File: config.mk
export PLATFORM = sky130hd
export DESIGN_NAME = buzzer_melody_sequencer_top_flat
export DESIGN_NICKNAME = d
export VERILOG_FILES = /design/src/bms_pkg.sv /design/src/bms_cmd_if.sv /design/src/bms_res_if.sv /design/src/buzzer_melody_sequencer_top.sv /design/src/bms_core.sv /design/src/bms_out_buf.sv /design/src/flat_wrapper.sv
export VERILOG_INCLUDE_DIRS = /design/src /design/src/src
export SDC_FILE = /design/constraint.sdc
export NUM_CORES = 1
export LEC_CHECK = 0
export BUFFER_PORTS_ARGS = -buffer_cell sky130_fd_sc_hd__buf_2
export CORE_UTILIZATION = 44
export DETAILED_ROUTE_END_ITERATION = 16
export GPL_ROUTABILITY_DRIVEN = 0
export MAX_ROUTING_LAYER = met4
export PLACE_DENSITY_LB_ADDON = 0.08
export SLEW_MARGIN = 30
export SYNTH_ARGS = -nofsm -noshare
export SYNTH_HDL_FRONTEND = slang
export SYNTH_SLANG_ARGS = --single-unit
export TNS_END_PERCENT = 1
File: constraint.sdc
create_clock -name clk -period 11.15 [get_ports clk]
set_input_delay 2.7875 -clock clk [delete_from_list [all_inputs] [get_ports clk]]
set_output_delay 2.7875 -clock clk [all_outputs]
set_load 0.05 [all_outputs]
File: src/assert_macros.svh
// Assertion macros shared by the buzzer sequencer RTL.
// Each macro expands to one labeled concurrent assertion clocked on clk.
`ifndef ASSERT_MACROS_SVH
`define ASSERT_MACROS_SVH

// Checked only outside reset.
`define BMS_ASSERT(label, prop, msg) \
  label: assert property (@(posedge clk) disable iff (!rst_n) prop) else $error(msg);

// Checked on every edge, reset included.
`define BMS_ASSERT_ALWAYS(label, prop, msg) \
  label: assert property (@(posedge clk) prop) else $error(msg);

`endif

File: src/bms_pkg.sv
// Package for the buzzer melody sequencer: types, codes and constant tables.
// Used by the top, bms_core and bms_out_buf through scoped names; depends on nothing.
`timescale 1ns / 1ps
`default_nettype none

package bms_pkg;

  localparam int TUNE_COUNT = 7;
  localparam int MAX_NOTES  = 5;

  typedef enum logic [1:0] {
    CMD_TICK  = 2'd0,
    CMD_START = 2'd1,
    CMD_CHIRP = 2'd2,
    CMD_NONE  = 2'd3
  } cmd_code_t;

  typedef enum logic [1:0] {
    MODE_IDLE  = 2'd0,
    MODE_TUNE  = 2'd1,
    MODE_CHIRP = 2'd2
  } mode_t;

  localparam logic CFG_ENABLED = 1'b0;
  localparam logic CFG_VOLUME  = 1'b1;

  localparam logic [6:0] VOLUME_MAX   = 7'd100;
  localparam logic [6:0] VOLUME_RESET = 7'd25;

  typedef struct packed {
    logic [1:0]  cmd;
    logic [2:0]  tune_id;
    logic [15:0] chirp_freq_hz;
    logic [15:0] chirp_ms;
  } cmd_t;

  typedef struct packed {
    logic        tone_on;
    logic [15:0] tone_freq_hz;
    logic [8:0]  pwm_duty;
    logic        busy_res;
  } res_t;

  // Duty per volume: 511 * gamma_pct(v) / 100, gamma_pct = round(100*(v/100)^2.35),
  // at least 1 for v > 0. Already folded, so no divide in hardware.
  localparam logic [8:0] VOL_DUTY [0:100] = '{
    9'd0,   9'd5,   9'd5,   9'd5,   9'd5,   9'd5,   9'd5,   9'd5,   9'd5,   9'd5,
    9'd5,   9'd5,   9'd5,   9'd5,   9'd5,   9'd5,   9'd5,   9'd10,  9'd10,  9'd10,
    9'd10,  9'd15,  9'd15,  9'd15,  9'd15,  9'd20,  9'd20,  9'd25,  9'd25,  9'd25,
    9'd30,  9'd30,  9'd35,  9'd35,  9'd40,  9'd40,  9'd45,  9'd51,  9'd51,  9'd56,
    9'd61,  9'd61,  9'd66,  9'd71,  9'd76,  9'd76,  9'd81,  9'd86,  9'd91,  9'd97,
    9'd102, 9'd107, 9'd112, 9'd112, 9'd122, 9'd127, 9'd132, 9'd137, 9'd143, 9'd148,
    9'd153, 9'd158, 9'd168, 9'd173, 9'd178, 9'd183, 9'd194, 9'd199, 9'd204, 9'd214,
    9'd219, 9'd229, 9'd235, 9'd245, 9'd250, 9'd260, 9'd265, 9'd275, 9'd286, 9'd291,
    9'd301, 9'd311, 9'd321, 9'd332, 9'd337, 9'd347, 9'd357, 9'd367, 9'd378, 9'd388,
    9'd398, 9'd408, 9'd419, 9'd429, 9'd439, 9'd454, 9'd465, 9'd475, 9'd485, 9'd500,
    9'd511
  };

  // Notes in a tune, capped at MAX_NOTES.
  function automatic logic [3:0] tune_len(input logic [2:0] t);
    logic [3:0] n;
    case (t)
      3'd0:    n = 4'd4;
      3'd1:    n = 4'd4;
      3'd2:    n = 4'd5;
      3'd3:    n = 4'd3;
      3'd4:    n = 4'd4;
      3'd5:    n = 4'd4;
      3'd6:    n = 4'd4;
      default: n = 4'd0;
    endcase
    if (n > 4'(MAX_NOTES)) begin
      n = 4'(MAX_NOTES);
    end
    return n;
  endfunction

  // Note ROM, frequency half.
  function automatic logic [15:0] note_freq(input logic [2:0] t, input logic [2:0] n);
    logic [15:0] f;
    f = 16'd0;
    case (t)
      3'd0: begin
        case (n)
          3'd0:    f = 16'd523;
          3'd1:    f = 16'd659;
          3'd2:    f = 16'd784;
          3'd3:    f = 16'd1047;
          default: f = 16'd0;
        endcase
      end
      3'd1: begin
        case (n)
          3'd0:    f = 16'd587;
          3'd1:    f = 16'd622;
          3'd2:    f = 16'd659;
          3'd3:    f = 16'd622;
          default: f = 16'd0;
        endcase
      end
      3'd2: begin
        case (n)
          3'd0:    f = 16'd784;
          3'd1:    f = 16'd523;
          3'd2:    f = 16'd784;
          3'd3:    f = 16'd523;
          3'd4:    f = 16'd392;
          default: f = 16'd0;
        endcase
      end
      3'd3: begin
        case (n)
          3'd0:    f = 16'd698;
          3'd1:    f = 16'd659;
          3'd2:    f = 16'd587;
          default: f = 16'd0;
        endcase
      end
      3'd4: begin
        case (n)
          3'd0:    f = 16'd988;
          3'd1:    f = 16'd740;
          3'd2:    f = 16'd988;
          3'd3:    f = 16'd622;
          default: f = 16'd0;
        endcase
      end
      3'd5: begin
        case (n)
          3'd0:    f = 16'd784;
          3'd1:    f = 16'd698;
          3'd2:    f = 16'd587;
          3'd3:    f = 16'd523;
          default: f = 16'd0;
        endcase
      end
      3'd6: begin
        case (n)
          3'd0:    f = 16'd523;
          3'd1:    f = 16'd659;
          3'd2:    f = 16'd784;
          3'd3:    f = 16'd988;
          default: f = 16'd0;
        endcase
      end
      default: f = 16'd0;
    endcase
    return f;
  endfunction

  // Note ROM, duration half (ms).
  function automatic logic [15:0] note_ms(input logic [2:0] t, input logic [2:0] n);
    logic [15:0] d;
    d = 16'd0;
    case (t)
      3'd0: begin
        case (n)
          3'd0, 3'd1, 3'd2: d = 16'd55;
          3'd3:             d = 16'd90;
          default:          d = 16'd0;
        endcase
      end
      3'd1: begin
        case (n)
          3'd0, 3'd1: d = 16'd70;
          3'd2:       d = 16'd90;
          3'd3:       d = 16'd55;
          default:    d = 16'd0;
        endcase
      end
      3'd2: begin
        case (n)
          3'd0, 3'd1, 3'd2, 3'd3: d = 16'd85;
          3'd4:                   d = 16'd140;
          default:                d = 16'd0;
        endcase
      end
      3'd3: begin
        case (n)
          3'd0, 3'd1: d = 16'd90;
          3'd2:       d = 16'd120;
          default:    d = 16'd0;
        endcase
      end
      3'd4: begin
        case (n)
          3'd0, 3'd1, 3'd2: d = 16'd100;
          3'd3:             d = 16'd150;
          default:          d = 16'd0;
        endcase
      end
      3'd5: begin
        case (n)
          3'd0, 3'd1: d = 16'd45;
          3'd2:       d = 16'd55;
          3'd3:       d = 16'd70;
          default:    d = 16'd0;
        endcase
      end
      3'd6: begin
        case (n)
          3'd0, 3'd1: d = 16'd40;
          3'd2:       d = 16'd55;
          3'd3:       d = 16'd75;
          default:    d = 16'd0;
        endcase
      end
      default: d = 16'd0;
    endcase
    return d;
  endfunction

endpackage

`default_nettype wire

File: src/bms_cmd_if.sv
// Command channel of the buzzer sequencer: valid/ready plus command fields.
// Standalone interface; no dependencies.
`timescale 1ns / 1ps
`default_nettype none

interface bms_cmd_if;
  logic        valid;
  logic        ready;
  logic [1:0]  cmd;
  logic [2:0]  tune_id;
  logic [15:0] chirp_freq_hz;
  logic [15:0] chirp_ms;

  modport source (output valid, output cmd, output tune_id, output chirp_freq_hz,
                  output chirp_ms, input ready);
  modport sink   (input valid, input cmd, input tune_id, input chirp_freq_hz,
                  input chirp_ms, output ready);
endinterface

`default_nettype wire

File: src/bms_res_if.sv
// Result channel of the buzzer sequencer: valid/ready plus tone status fields.
// Standalone interface; no dependencies.
`timescale 1ns / 1ps
`default_nettype none

interface bms_res_if;
  logic        valid;
  logic        ready;
  logic        tone_on;
  logic [15:0] tone_freq_hz;
  logic [8:0]  pwm_duty;
  logic        busy_res;

  modport source (output valid, output tone_on, output tone_freq_hz, output pwm_duty,
                  output busy_res, input ready);
  modport sink   (input valid, input tone_on, input tone_freq_hz, input pwm_duty,
                  input busy_res, output ready);
endinterface

`default_nettype wire

File: src/buzzer_melody_sequencer_top.sv
// Top level of the buzzer melody sequencer: command in, tone status out, config port.
// Depends on bms_pkg, bms_cmd_if, bms_res_if, bms_core and bms_out_buf.
//
//   channel   direction  handshake      payload
//   in_ch     in         valid/ready    cmd, tune_id, chirp_freq_hz, chirp_ms
//   out_ch    out        valid/ready    tone_on, tone_freq_hz, pwm_duty, busy_res
//   cfg_*     in         cfg_we only    cfg_index (0 enabled, 1 volume), cfg_data
//
// One item per cycle while in_ch.ready is high; results are buffered on acceptance.
// The sequencer state updates in the accepting cycle; a two-entry result buffer
// holds results, so in_ch.ready drops only while two results wait on out_ch.
// Synchronous active-low reset: buffer empty, idle and silent, disabled, volume 25.
`timescale 1ns / 1ps
`default_nettype none

module buzzer_melody_sequencer_top (
  input  wire logic       clk,
  input  wire logic       rst_n,
  bms_cmd_if.sink         in_ch,
  bms_res_if.source       out_ch,
  input  wire logic       cfg_we,
  input  wire logic       cfg_index,
  input  wire logic [6:0] cfg_data
);

  logic          acc;
  logic          can_push;
  bms_pkg::cmd_t item;
  bms_pkg::res_t res;
  bms_pkg::res_t head;

  assign in_ch.ready = can_push;
  assign acc         = in_ch.valid && can_push;

  assign item.cmd           = in_ch.cmd;
  assign item.tune_id       = in_ch.tune_id;
  assign item.chirp_freq_hz = in_ch.chirp_freq_hz;
  assign item.chirp_ms      = in_ch.chirp_ms;

  bms_core u_core (
    .clk       (clk),
    .rst_n     (rst_n),
    .cfg_we    (cfg_we),
    .cfg_index (cfg_index),
    .cfg_data  (cfg_data),
    .acc       (acc),
    .item      (item),
    .res       (res)
  );

  bms_out_buf u_out_buf (
    .clk        (clk),
    .rst_n      (rst_n),
    .push       (acc),
    .push_data  (res),
    .can_push   (can_push),
    .pop_ready  (out_ch.ready),
    .head_valid (out_ch.valid),
    .head_data  (head)
  );

  assign out_ch.tone_on      = head.tone_on;
  assign out_ch.tone_freq_hz = head.tone_freq_hz;
  assign out_ch.pwm_duty     = head.pwm_duty;
  assign out_ch.busy_res     = head.busy_res;

endmodule

`default_nettype wire

File: src/bms_core.sv
// Sequencer state and config registers; computes the post-item tone status.
// Depends on bms_pkg and assert_macros.svh.
`timescale 1ns / 1ps
`default_nettype none
`include "assert_macros.svh"

module bms_core (
  input  wire logic          clk,
  input  wire logic          rst_n,
  input  wire logic          cfg_we,
  input  wire logic          cfg_index,
  input  wire logic [6:0]    cfg_data,
  input  wire logic          acc,
  input  wire bms_pkg::cmd_t item,
  output bms_pkg::res_t      res
);

  logic                enabled_r;
  logic [8:0]          vol_duty_r;   // zero exactly when volume is zero
  bms_pkg::mode_t      mode_r, mode_nxt;
  logic [2:0]          tune_r, tune_nxt;
  logic [2:0]          note_r, note_nxt;
  logic [15:0]         ms_r, ms_nxt;
  logic [15:0]         freq_r, freq_nxt;
  logic [8:0]          duty_r, duty_nxt;

  logic [6:0]          vol_sat;
  logic [2:0]          note_inc;
  logic [3:0]          cur_len;
  logic                vol_on;

  assign vol_sat  = (cfg_data > bms_pkg::VOLUME_MAX) ? bms_pkg::VOLUME_MAX : cfg_data;
  assign note_inc = note_r + 3'd1;
  assign cur_len  = bms_pkg::tune_len(tune_r);
  assign vol_on   = (vol_duty_r != 9'd0);

  always_ff @(posedge clk) begin
    if (!rst_n) begin
      enabled_r  <= 1'b0;
      vol_duty_r <= bms_pkg::VOL_DUTY[bms_pkg::VOLUME_RESET];
    end else if (cfg_we) begin
      case (cfg_index)
        bms_pkg::CFG_ENABLED: enabled_r  <= cfg_data[0];
        bms_pkg::CFG_VOLUME:  vol_duty_r <= bms_pkg::VOL_DUTY[vol_sat];
        default:              enabled_r  <= enabled_r;
      endcase
    end
  end

  // Next state for one item.
  always_comb begin
    mode_nxt = mode_r;
    tune_nxt = tune_r;
    note_nxt = note_r;
    ms_nxt   = ms_r;
    freq_nxt = freq_r;
    duty_nxt = duty_r;
    if (acc && enabled_r) begin
      case (bms_pkg::cmd_code_t'(item.cmd))
        bms_pkg::CMD_TICK: begin
          if (mode_r == bms_pkg::MODE_TUNE) begin
            if (ms_r > 16'd1) begin
              ms_nxt = ms_r - 16'd1;
            end else begin
              freq_nxt = 16'd0;
              duty_nxt = 9'd0;
              note_nxt = note_inc;
              if (note_inc == 3'd0 || {1'b0, note_inc} >= cur_len) begin
                mode_nxt = bms_pkg::MODE_IDLE;
                ms_nxt   = 16'd0;
              end else begin
                // volume may have dropped to zero mid-tune: stay silent then
                if (vol_on && bms_pkg::note_freq(tune_r, note_inc) != 16'd0) begin
                  freq_nxt = bms_pkg::note_freq(tune_r, note_inc);
                  duty_nxt = vol_duty_r;
                end
                ms_nxt = bms_pkg::note_ms(tune_r, note_inc);
              end
            end
          end else if (mode_r == bms_pkg::MODE_CHIRP) begin
            if (ms_r > 16'd1) begin
              ms_nxt = ms_r - 16'd1;
            end else begin
              freq_nxt = 16'd0;
              duty_nxt = 9'd0;
              mode_nxt = bms_pkg::MODE_IDLE;
              ms_nxt   = 16'd0;
            end
          end
        end
        bms_pkg::CMD_START: begin
          if (vol_on && {1'b0, item.tune_id} < 4'(bms_pkg::TUNE_COUNT) &&
              bms_pkg::tune_len(item.tune_id) != 4'd0) begin
            mode_nxt = bms_pkg::MODE_TUNE;
            tune_nxt = item.tune_id;
            note_nxt = 3'd0;
            freq_nxt = bms_pkg::note_freq(item.tune_id, 3'd0);
            duty_nxt = (freq_nxt != 16'd0) ? vol_duty_r : 9'd0;
            ms_nxt   = bms_pkg::note_ms(item.tune_id, 3'd0);
          end
        end
        bms_pkg::CMD_CHIRP: begin
          if (vol_on) begin
            mode_nxt = bms_pkg::MODE_CHIRP;
            note_nxt = 3'd0;
            // 0 Hz keeps whatever tone is sounding
            if (item.chirp_freq_hz != 16'd0) begin
              freq_nxt = item.chirp_freq_hz;
              duty_nxt = vol_duty_r;
            end
            ms_nxt = item.chirp_ms;
          end
        end
        default: begin
          mode_nxt = mode_r;
        end
      endcase
    end
  end

  // Result for the item, taken from the updated state.
  always_comb begin
    res.tone_on      = (freq_nxt != 16'd0);
    res.tone_freq_hz = freq_nxt;
    res.pwm_duty     = duty_nxt;
    res.busy_res     = enabled_r && (mode_nxt != bms_pkg::MODE_IDLE);
  end

  always_ff @(posedge clk) begin
    if (!rst_n) begin
      mode_r <= bms_pkg::MODE_IDLE;
      tune_r <= 3'd0;
      note_r <= 3'd0;
      ms_r   <= 16'd0;
      freq_r <= 16'd0;
      duty_r <= 9'd0;
    end else begin
      mode_r <= mode_nxt;
      tune_r <= tune_nxt;
      note_r <= note_nxt;
      ms_r   <= ms_nxt;
      freq_r <= freq_nxt;
      duty_r <= duty_nxt;
    end
  end

  `BMS_ASSERT(a_idle_no_time, (mode_r == bms_pkg::MODE_IDLE) |-> (ms_r == '0), "idle timer set")
  `BMS_ASSERT(a_freq_duty_pair, (freq_r == 16'd0) == (duty_r == 9'd0), "freq/duty mismatch")
  `BMS_ASSERT(a_note_ok, (mode_r == bms_pkg::MODE_TUNE) |-> (4'(note_r) < cur_len), "note past end")

endmodule

`default_nettype wire

File: src/bms_out_buf.sv
// Two-entry result buffer: lets a new item in while a result waits downstream.
// Depends on bms_pkg and assert_macros.svh.
`timescale 1ns / 1ps
`default_nettype none
`include "assert_macros.svh"

module bms_out_buf (
  input  wire logic          clk,
  input  wire logic          rst_n,
  input  wire logic          push,
  input  wire bms_pkg::res_t push_data,
  output logic               can_push,
  input  wire logic          pop_ready,
  output logic               head_valid,
  output bms_pkg::res_t      head_data
);

  logic [1:0]     count_r, count_nxt;
  bms_pkg::res_t  head_r, head_nxt;
  bms_pkg::res_t  tail_r, tail_nxt;
  logic           pop;

  assign can_push   = (count_r != 2'd2);
  assign head_valid = (count_r != 2'd0);
  assign head_data  = head_r;
  assign pop        = head_valid && pop_ready;

  always_comb begin
    count_nxt = count_r;
    head_nxt  = head_r;
    tail_nxt  = tail_r;
    case ({push, pop})
      2'b10: begin
        if (count_r == 2'd0) begin
          head_nxt = push_data;
        end else begin
          tail_nxt = push_data;
        end
        count_nxt = count_r + 2'd1;
      end
      2'b01: begin
        head_nxt  = tail_r;
        count_nxt = count_r - 2'd1;
      end
      2'b11: begin
        if (count_r == 2'd1) begin
          head_nxt = push_data;
        end else begin
          head_nxt = tail_r;
          tail_nxt = push_data;
        end
      end
      default: begin
        count_nxt = count_r;
      end
    endcase
  end

  always_ff @(posedge clk) begin
    if (!rst_n) begin
      count_r <= 2'd0;
    end else begin
      count_r <= count_nxt;
    end
  end

  always_ff @(posedge clk) begin
    head_r <= head_nxt;
    tail_r <= tail_nxt;
  end

  `BMS_ASSERT_ALWAYS(a_count_range, !rst_n || count_r != 2'd3, "buffer count out of range")
  `BMS_ASSERT(a_push_lands, (push && !pop && count_r == 2'd0) |=> (head_valid && head_r == $past(push_data)), "pushed item not at head")

endmodule

`default_nettype wire

File: src/flat_wrapper.sv
// flat-port wrapper written by rule: the top's interface ports become plain ports
module buzzer_melody_sequencer_top_flat 
  (clk, rst_n, cfg_we, cfg_index, cfg_data, in_ch_valid, in_ch_cmd, in_ch_tune_id, in_ch_chirp_freq_hz, in_ch_chirp_ms, in_ch_ready, out_ch_valid, out_ch_tone_on, out_ch_tone_freq_hz, out_ch_pwm_duty, out_ch_busy_res, out_ch_ready);
  bms_cmd_if in_ch_i ();
  bms_res_if out_ch_i ();
  input  wire logic clk;
  input  wire logic rst_n;
  input  wire logic cfg_we;
  input  wire logic cfg_index;
  input  wire logic [6:0] cfg_data;
  input wire logic [$bits(in_ch_i.valid)-1:0] in_ch_valid;
  input wire logic [$bits(in_ch_i.cmd)-1:0] in_ch_cmd;
  input wire logic [$bits(in_ch_i.tune_id)-1:0] in_ch_tune_id;
  input wire logic [$bits(in_ch_i.chirp_freq_hz)-1:0] in_ch_chirp_freq_hz;
  input wire logic [$bits(in_ch_i.chirp_ms)-1:0] in_ch_chirp_ms;
  output wire logic [$bits(in_ch_i.ready)-1:0] in_ch_ready;
  output wire logic [$bits(out_ch_i.valid)-1:0] out_ch_valid;
  output wire logic [$bits(out_ch_i.tone_on)-1:0] out_ch_tone_on;
  output wire logic [$bits(out_ch_i.tone_freq_hz)-1:0] out_ch_tone_freq_hz;
  output wire logic [$bits(out_ch_i.pwm_duty)-1:0] out_ch_pwm_duty;
  output wire logic [$bits(out_ch_i.busy_res)-1:0] out_ch_busy_res;
  input wire logic [$bits(out_ch_i.ready)-1:0] out_ch_ready;
  assign in_ch_i.valid = in_ch_valid;
  assign in_ch_i.cmd = in_ch_cmd;
  assign in_ch_i.tune_id = in_ch_tune_id;
  assign in_ch_i.chirp_freq_hz = in_ch_chirp_freq_hz;
  assign in_ch_i.chirp_ms = in_ch_chirp_ms;
  assign in_ch_ready = in_ch_i.ready;
  assign out_ch_valid = out_ch_i.valid;
  assign out_ch_tone_on = out_ch_i.tone_on;
  assign out_ch_tone_freq_hz = out_ch_i.tone_freq_hz;
  assign out_ch_pwm_duty = out_ch_i.pwm_duty;
  assign out_ch_busy_res = out_ch_i.busy_res;
  assign out_ch_i.ready = out_ch_ready;
  buzzer_melody_sequencer_top u_core (.clk(clk), .rst_n(rst_n), .in_ch(in_ch_i), .out_ch(out_ch_i), .cfg_we(cfg_we), .cfg_index(cfg_index), .cfg_data(cfg_data));
endmodule
==> results of run 1 <==
## cells by family (layout without fill, tap and decap cells)
| family | count (synthesis) | in the layout | share of synthesized area |
|---|---|---|---|
| multiplexers | 16 | 16 | 0.0187 |
| other | 0 | 1 | 0 |
| AND/OR/NAND/NOR | 374 | 374 | 0.224 |
| adder cells (fa/ha/maj) | 38 | 38 | 0.0549 |
| XOR/XNOR | 12 | 12 | 0.0122 |
| flip-flops | 115 | 115 | 0.330 |
| AO/OA/AOI/OAI | 404 | 404 | 0.305 |
| buffers and inverters | 127 | 169 | 0.0556 |
## final cells by class
| type | instances | share of cell area |
|---|---|---|
| Timing Repair Buffer | 91 | 0.0503 |
| Inverter | 46 | 0.0177 |
| Sequential cell | 115 | 0.292 |
| Clock buffer | 18 | 0.0451 |
| Tap cell | 260 | 0.0334 |
| Antenna cell | 1 | 0.000257 |
| Multi-Input combinational cell | 844 | 0.547 |
| Clock inverter | 14 | 0.0146 |
## Yosys cell counts, types with 14 or more instances
cell type  number  area share
o21ai_0       125       0.073
nand2_1        90       0.039
nor2_1         88       0.038
a21oi_1        87       0.051
clkbuf_1       73       0.032
dfxtp_1        61        0.14
edfxtp_1       54        0.19
inv_1          42       0.018
and2_1         40       0.029
ha_1           37       0.054
a22oi_1        28       0.024
nor3_1         28       0.016
nand3_1        27       0.016
nor2b_1        25       0.018
a211oi_1       15       0.013
mux2i_1        15       0.017
o211ai_1       14       0.012
## flip-flops by register name (all words and copies together), names as in the netlist
signal	flops
u_core.u_out_buf.count_r	2
u_core.u_core.note_r	3
u_core.u_core.tune_r	3
u_core.u_core.ms_r	16
u_core.u_out_buf.head_data	27
u_core.u_core.vol_duty_r	9
u_core.u_core.duty_r	9
u_core.u_core.freq_r	16
u_core.u_out_buf.tail_r	27
u_core.u_core.mode_r	2
u_core.u_core.enabled_r	1
## metrics by stage
stage,cells,util,worst slack (ps)
after floorplan,1086,-,5100
after global placement,1356,0.483,4850
after detailed placement,1356,0.483,4680
after CTS,1388,0.514,5130
after global routing,1389,0.514,4920
final,1389,0.514,5110
## critical path: cells and delay by family
kind	cells	cell delay, ps
buffers and inverters	1	120
AND/OR/NAND/NOR	6	2090
adder cells (fa/ha/maj)	1	230
AO/OA/AOI/OAI	3	990
## how the worst max path moves through the flow
stage	from	endpoint	cells past startpoint	slack [ps]
final	in_ch_cmd[0]	u_core.u_out_buf.head_data[26]	11	5110
after global routing	in_ch_cmd[0]	u_core.u_out_buf.head_data[26]	11	4920
after CTS	in_ch_cmd[0]	u_core.u_out_buf.head_data[26]	11	5130
after detailed placement	in_ch_cmd[0]	u_core.u_out_buf.head_data[26]	11	4680
after global placement	in_ch_cmd[0]	u_core.u_out_buf.head_data[26]	11	4850
after floorplan	in_ch_valid	u_core.u_out_buf.tail_r[0]	5	5100
## report_power, final
| part | internal, mW | switching, mW | total [mW] |
|---|---|---|---|
| logic | 0.140 | 0.409 | 0.549 |
| registers | 0.562 | 0.0340 | 0.596 |
| clock network | 0.319 | 0.220 | 0.539 |
## metal layers
layer	GRT usage	share of wire	routed length, um
met3	0.0525	0.075	2010
met1	0.382	0.46	12500
met2	0.416	0.45	12000
met4	0.0838	0.017	451
met5	-	0	0
==> results.json, run 1 <==
{
  "synth_cell_type_count": 83,
  "power_density_nw_per_um2": 173,
  "initial_core_util": 0.455,
  "cp_max_fo": 15,
  "synthArstFlopShare": 0,
  "final_common_cell": "o21ai_0",
  "clkSlewWorstSetupHoldPaths_ps": 60,
  "slowest_delay_ps": 660,
  "tns_ps": 0,
  "ant_nets": 0,
  "r2r_setup_slack_ps": 6780,
  "r2r_cells": 11,
  "fin_area_sq_um": 9740,
  "maxSlewViolCount": 0,
  "cts_resized": 0,
  "p_leak_nw": 3.81,
  "period_needed_ps": 6040,
  "crit_chain": "buf_2 > ha_1 > nand4bb_1 > nor3_2 > a21oi_1 > or3b_1 > a221o_1 > nand4b_4 > nor4_4 > nand3_2 > a221o_1",
  "synth_seq_cells": 115,
  "clock_sinks": 115,
  "power_mw": 1.68,
  "syn_area_per_cell_sq_um": 7.93,
  "core_sq_um": 19000,
  "vdd_drop_max_mv": 0.108,
  "dpl_cell_area_sq_um": 9160,
  "ys_seq_area_frac": 0.330,
  "antenna_found_initial": 1,
  "grt_max_degree": 62,
  "postSynthCellCount": 1086,
  "min_path_type": "reg -> reg",
  "worst_slew_pin_slew_ps": 926,
  "hold_buffers": 0,
  "dp_hpwl_mm": 19.0,
  "hold_viol": 0,
  "worstHoldStart": "u_core.u_core.vol_duty_r[1]",
  "end_kind": "flip-flop",
  "cp.arrival_ps": 6210,
  "totalWireLength_mm": 27.0,
  "grt_pass1_vias": 7767,
  "gr-total-overflow": 0,
  "synth_ff_type": "dfxtp_1",
  "critical_path_required_ps": 11320,
  "drt_iter0_markers": 830,
  "max_freq_mhz": 165,
  "timing.hold.ws_ps": 487,
  "rsz0062_at_grt": "false",
  "port_buffers": 78,
  "cts_root_buf": "clkbuf_16",
  "clockBufferDepth": 2,
  "cpMostUsedCell": "a221o_1",
  "n_fill_cell": 1884,
  "grt_usage": 0.279,
  "worstReg2RegEnd": "u_core.u_out_buf.head_data[26]",
  "yosys_warnings": 0,
  "multiInputGateArea_sq_um": 5330,
  "finalSetupViolCount": 0,
  "htree_levels": 4,
  "wl_per_cell_um": 19.4,
  "r2r-start": "u_core.u_core.tune_r[0]",
  "seq_area_sq_um": 2840,
  "path_class": "in -> reg",
  "syn_nets": 1173,
  "hold_path_end": "u_core.u_core.vol_duty_r[1]",
  "die_w_um": 142,
  "clkLatencyLatePin_ps": 430,
  "fin_nets": 1202,
  "tritoncts": "done",
  "post_cts_buffers": 0,
  "area_growth_syn_to_layout_pct": 13.1,
  "status": "complete, no violations",
  "layout_common_cells": "o21ai_0, nand2_1, nor2_1, a21oi_1, buf_2",
  "slew_headroom": 0.380,
  "cp_slowest_cell": "or3b_1",
  "synth_edf_count": 54,
  "grt_pass1_wl_mm": 42.9,
  "numCtsBuffers": 17,
  "rows": 50,
  "period_share": 0.542,
  "min_path_cells": 2,
  "maxCapViolCount": 0,
  "vias": 8560,
  "drc": 0,
  "synthesis.area_sq_um": 8620,
  "fin_skew_ps": 11.7,
  "io_pins": 79,
  "vias_per_cell": 6.16,
  "die-area_sq_um": 20100,
  "drive_gt1_frac": 0.129,
  "cp-start-kind": "input port",
  "drt_pre_antenna_iters": 5,
  "die_y_um": 142
}
Note: power is estimated with default switching activity, not from simulation.
==> run 2: changes to the inputs <==
Settings changed: ABC_AREA set to 1.
Clock period 11.15 ns to 5.1 ns, I/O delays scaled along.
==> run 2 against run 1 <==
Net effect: global-route usage up 0.16 points; clock skew down 2.8 ps; hold slack better by 23 ps; via count up 3.3%; largest power group is now combinational cells; highest routed layer unchanged; setup slack worse by 3700 ps; total power up 130%; first-iteration DRC count down 18%; non-clock buffer count down 1; critical endpoint is now u_core.u_core.ms_r[0].
==> results.json, run 2 <==
{
  "status": "complete, no violations",
  "die-area_sq_um": 20200,
  "hold_viol": 0,
  "synth-simple-area-share": 0.304,
  "min_path_type": "reg -> reg",
  "end_kind": "flip-flop",
  "wl_per_cell_um": 16.5,
  "n_antenna_cell": 0,
  "ys_top_cells_by_area": "edfxtp_1, dfxtp_1, nand2_1",
  "fin_skew_ps": 8.87,
  "r2r_setup_slack_ps": 1880,
  "drc": 0,
  "yosys_warnings": 0,
  "hold_buffers": 0,
  "fin_nets": 1425,
  "io_pins": 79,
  "port_buffers": 78,
  "period_needed_ps": 3650,
  "worstReg2RegEnd": "u_core.u_out_buf.head_data[6]",
  "critPathLaunch": "in_ch_tune_id[2]",
  "synthArstFlopShare": 0,
  "rsz0062_at_grt": "false",
  "clockPowerShare": 0.299,
  "tritoncts": "done",
  "synth_xor_area_frac": 0.0101,
  "core_sq_um": 19000,
  "cts_root_buf": "clkbuf_16",
  "synth_top_area_cell": "edfxtp_1",
  "cp-start-kind": "input port",
  "maxCapViolCount": 0,
  "ys_seq_area_frac": 0.329,
  "synth_mux_area_frac": 0,
  "hold_path_end": "u_core.u_core.note_r[2]",
  "clkLatencyLatePin_ps": 420,
  "synthesis.area_sq_um": 8650,
  "synthAdderAreaFrac": 0.0535,
  "drt_pre_antenna_iters": 5,
  "clockBufferDepth": 2,
  "die_w_um": 142,
  "tns_ps": 0,
  "slowest_delay_ps": 610,
  "synth_ff_type": "dfxtp_1",
  "clock_sinks": 115,
  "clkSlewWorstSetupHoldPaths_ps": 60,
  "synth_cell_type_count": 55,
  "layout_common_cells": "nand2_1, inv_1, nor2_1, a21oi_1, o21ai_0",
  "power_mw": 3.92,
  "gr-total-overflow": 0,
  "grt_usage": 0.281,
  "drt_iter0_markers": 682,
  "ant_nets": 0,
  "postSynthCellCount": 1271,
  "die_y_um": 142,
  "path_class": "in -> reg",
  "finalSetupViolCount": 0,
  "p_switching_mw": 1.66,
  "p_int_mw": 2.26,
  "vdd_drop_max_mv": 0.243,
  "r2r-start": "u_core.u_core.ms_r[0]",
  "crit_chain": "buf_2 > inv_1 > ha_1 > nor2_1 > o21ai_1 > o21ai_2 > nand2_2 > nand4_1 > clkinv_1 > o21ai_0 > a41oi_1",
  "syn_nets": 1358,
  "cp_max_fo": 19,
  "vias_per_cell": 5.49,
  "grt_max_degree": 43,
  "drive_gt1_frac": 0.156,
  "initial_core_util": 0.456,
  "max_freq_mhz": 274,
  "post_cts_buffers": 0,
  "dp_hpwl_mm": 19.5,
  "worstHoldStart": "u_core.u_core.note_r[2]",
  "synth_seq_cells": 115,
  "rows": 50,
  "sw_frac_of_total": 0.423,
  "power_frac_seq": 0.333,
  "area_growth_syn_to_layout_pct": 13.8,
  "period_share": 0.716,
  "antenna_found_initial": 0,
  "syn_area_per_cell_sq_um": 6.81,
  "vias": 8846,
  "synth_compound_area_frac": 0.211,
  "ys_top_cells_by_count": "nand2_1, inv_1, nor2_1",
  "pwr-share-comb": 0.368,
  "critical_path_required_ps": 5370,
  "cts_resized": 0,
  "grt_pass1_vias": 8302,
  "synth_edf_count": 54,
  "final_common_cell": "nand2_1",
  "cp.arrival_ps": 3910,
  "totalWireLength_mm": 26.6,
  "synth_top_family_by_area": "simple AND/OR/NAND/NOR gates",
  "min_path_cells": 2,
  "maxSlewViolCount": 0,
  "slew_headroom": 0.429,
  "r2r_cells": 13,
  "synth_most_common_cell": "nand2_1",
  "p_leak_nw": 4.50,
  "synth_top_area_share": 0.187,
  "cp_slowest_cell": "clkinv_1",
  "grt_pass1_wl_mm": 43.1,
  "worst_slew_pin_slew_ps": 855,
  "htree_levels": 4,
  "fin_util": 0.519,
  "power_density_nw_per_um2": 398,
  "numCtsBuffers": 17
}
==> run 2: cell types whose count changed after synthesis, moves of 27 or more <==
| cell | previous run | this run |
|---|---|---|
| o21ai_0 | 125 | 91 |
| a21oi_1 | 87 | 114 |
| clkbuf_1 | 73 | 27 |
| nand2_1 | 90 | 319 |
| nor2_1 | 88 | 125 |
| inv_1 | 42 | 138 |
| and2_1 | 40 | 0 |
| nand3_1 | 27 | 62 |
==> run 2: power by group through the flow <==
stage / clock network (mW) / logic [mW] / registers [mW]
2_1_floorplan: 0 / 0.708 / 1.67
3_3_place_gp: 0 / 1.43 / 1.32
3_5_place_dp: 0 / 1.43 / 1.32
4_1_cts: 1.19 / 1.44 / 1.31
5_1_grt: 1.24 / 1.58 / 1.32
6_report: 1.17 / 1.44 / 1.30
==> run 2: worst max-delay path by stage <==
stage | endpoint | depth (start not counted)
finish | u_core.u_core.ms_r[0] | 11
detailed placement | u_core.u_core.ms_r[1] | 11
CTS | u_core.u_core.ms_r[0] | 11
floorplan | u_core.u_out_buf.tail_r[0] | 7
global placement | u_core.u_core.ms_r[3] | 11
global route | u_core.u_core.ms_r[13] | 11
==> run 2: cell type report <==
| cell class | instances | area [sq um] |
|---|---|---|
| fill | 1930 | 9110 |
| multi-input combinational | 952 | 5010 |
| sequential | 115 | 2840 |
| inverter | 162 | 611 |
| timing repair buffer | 90 | 480 |
| clock buffer | 17 | 425 |
| tap | 260 | 325 |
| clock inverter | 15 | 146 |
==> run 2: layer usage <==
metal	vias to the layer above	GRT usage	part of all wire
met4	0	0.0872	0.022
met5	-	-	0
met1	4059	0.369	0.45
met3	51	0.0410	0.057
met2	348	0.445	0.47
li1	4388	-	-
==> run 2: critical path, delay by kind of cell <==
kind                       cells  cell delay, ps
AOI/OAI and AO/OA              4             590
adders and majority gates      1             210
buffers and inverters          3            1030
and+or+nand+nor                3             790
==> run 2: cells by family (layout without fill, tap and decap cells) <==
| logic type | after synthesis | count (layout) |
|---|---|---|
| AO/OA/AOI/OAI | 309 | 309 |
| XOR/XNOR | 10 | 10 |
| adder cells (fa/ha/maj) | 37 | 37 |
| buffers and inverters | 204 | 284 |
| flip-flops | 115 | 115 |
| AND/OR/NAND/NOR | 596 | 596 |
==> run 2: stage by stage <==
step / cell area (sq um) / cells / hold WS, ps / setup slack (ps)
final: 9840 / 1611 / 510 / 1450
after global routing: 9840 / 1611 / 536 / 1170
after CTS: 9840 / 1611 / 511 / 1490
after detailed placement: 9270 / 1579 / 503 / 1070
after global placement: 9270 / 1579 / 493 / 1190
after floorplan: 8650 / 1271 / 471 / 1070
==> run 3: changes to the inputs <==
Clock period 5.1 ns to 3 ns, I/O delays scaled along.
==> run 3 against run 2 <==
Net effect: die area did not move; clock-buffer cell count is 1 higher; global-route usage barely moved; via count grew 2.2%; highest routed layer unchanged; non-clock buffer count rose by 37; cell area is 3.5% higher; first-iteration DRC count is 2.6% lower; total power grew 74%; largest power group unchanged; register-to-register slack worse by 1700 ps; cell count is 2.3% higher.
==> results.json, run 3 (synthesis gave the netlist of run 2 again) <==
{
  "vias": 9042,
  "crit_family": "simple AND/OR/NAND/NOR gates",
  "dr_wl_met3_mm": 1.70,
  "htree_levels": 4,
  "grt_max_degree": 43,
  "drive_gt1_frac": 0.184,
  "power_density_nw_per_um2": 668,
  "clockBufferDepth": 2,
  "cp.arrival_ps": 3150,
  "finalSetupViolCount": 0,
  "drc": 0,
  "grt_pass1_wl_mm": 43.2,
  "grt_pass1_vias": 8395,
  "die-area_sq_um": 20200,
  "critical_path_required_ps": 3290,
  "fin_nets": 1462,
  "gr-total-overflow": 0,
  "fin_skew_ps": 11.1,
  "end_kind": "flip-flop",
  "cp_slowest_cell": "dfxtp_1",
  "dpl_cell_area_sq_um": 9570,
  "rows": 50,
  "port_buffers": 78,
  "drt_pre_antenna_iters": 7,
  "die_w_um": 142,
  "slew_headroom": 0.633,
  "cp-start-kind": "flip-flop",
  "drt-met1-wl_mm": 11.9,
  "tns_ps": 0,
  "core_sq_um": 19000,
  "die_y_um": 142,
  "clock_sinks": 115,
  "wl_per_cell_um": 16.3,
  "vias_per_cell": 5.49,
  "clkSlewWorstSetupHoldPaths_ps": 60,
  "initial_core_util": 0.456,
  "path_class": "reg -> reg",
  "cts_root_buf": "clkbuf_16",
  "n_fill_cell": 1909,
  "totalWireLength_mm": 26.8,
  "grt_usage": 0.281,
  "final_common_cell": "nand2_1",
  "maxCapViolCount": 0,
  "numCtsBuffers": 17,
  "maxUsedRoutingLayer": "met4",
  "io_pins": 79,
  "p_leak_nw": 4.70,
  "slowest_delay_ps": 390,
  "vdd_drop_max_mv": 0.356,
  "period_share": 0.954,
  "dp_hpwl_mm": 20.3,
  "hold_viol": 0,
  "clkLatencyLatePin_ps": 420,
  "cpMostUsedCell": "nand2_1",
  "layout_common_cells": "nand2_1, inv_1, nor2_1, a21oi_1, o21ai_0",
  "min_path_type": "reg -> reg",
  "crit_chain": "inv_1 > ha_1 > ha_1 > o21ai_0 > a21boi_1 > nor3_4 > nand2_2 > a21oi_1 > nand3_1 > nand2_1 > nand2_1 > nand2_1 > nand2_2 > nand2_1 > nor2_2 > nand3_2 > nand2_1 > nand2_1",
  "final_cells": 1648,
  "wl_met2_mm": 12.5,
  "drt_iter0_markers": 664,
  "ant_nets": 0,
  "status": "complete, no violations",
  "max_freq_mhz": 349,
  "fin_util": 0.538,
  "antenna_found_initial": 0,
  "hold_buffers": 0,
  "n_antenna_cell": 0,
  "fin_area_sq_um": 10200,
  "period_needed_ps": 2860,
  "dpl.cell_count": 1614,
  "worst-path-buf-inv": 1,
  "maxSlewViolCount": 0,
  "area_growth_syn_to_layout_pct": 17.8,
  "worst_slew_pin_slew_ps": 550,
  "tritoncts": "done",
  "cp_max_fo": 5
}
## run 3: cell count changes in the layout (fill, tap and decap cells not counted), sizes merged
cell / before / now
buf: 90 / 127
clkinvlp: 2 / 1
inv: 162 / 164
clkbuf: 17 / 18
clkinv: 12 / 10
## run 3: metal layers
metal | vias up | global-route usage
met4 | 0 | 0.101
met2 | 347 | 0.448
met5 | - | -
met3 | 66 | 0.0437
met1 | 4167 | 0.361
li1 | 4462 | -
## run 3: final timing paths
path	start	depth (start not counted)	slack, ps	to
max	u_core.u_core.note_r[1]	18	140	u_core.u_out_buf.head_data[26]
min reg2reg	u_core.u_core.ms_r[7]	2	520	u_core.u_core.ms_r[7]
min	u_core.u_core.ms_r[7]	2	520	u_core.u_core.ms_r[7]
max reg2reg	u_core.u_core.note_r[1]	18	140	u_core.u_out_buf.head_data[26]
## run 3: report_power, final
group          switching [mW]  internal (mW)
clock                   0.828           1.17
combinational            1.90          0.698
sequential              0.128           2.08
## run 3: what timing repair did
action,in CTS,in global routing
buffers inserted,0,2
gates resized for setup,0,13
endpoints found under the setup margin,0,20
## run 3: cell type report
cell class / count / area (sq um) / area share
timing repair buffer: 127 / 796 / 0.0781
clock buffer: 18 / 429 / 0.0421
tap: 260 / 325 / 0.0319
multi-input combinational: 952 / 5040 / 0.495
sequential: 115 / 2850 / 0.279
clock inverter: 14 / 143 / 0.0140
inverter: 162 / 611 / 0.0599
## run 3: worst register-to-register path: stages, from the launching register on
cell	delay [ps]
dfxtp_1	390
inv_1	100
ha_1	300
ha_1	290
o21ai_0	80
a21boi_1	130
nor3_4	260
nand2_2	170
a21oi_1	280
nand3_1	140
nand2_1	80
nand2_1	50
nand2_1	70
nand2_2	90
nand2_1	90
nor2_2	40
nand3_2	80
nand2_1	50
nand2_1	50
## run 3: per-stage QoR
stage | setup slack, ps | total power [mW] | hold slack, ps
6_report | 138 | 6.80 | 519
4_1_cts | 56.1 | 6.81 | 524
2_1_floorplan | -373 | 4.04 | 471
3_3_place_gp | 55.8 | 4.79 | 506
5_1_grt | -4.52 | 7.16 | 537
3_5_place_dp | 58.5 | 4.81 | 513
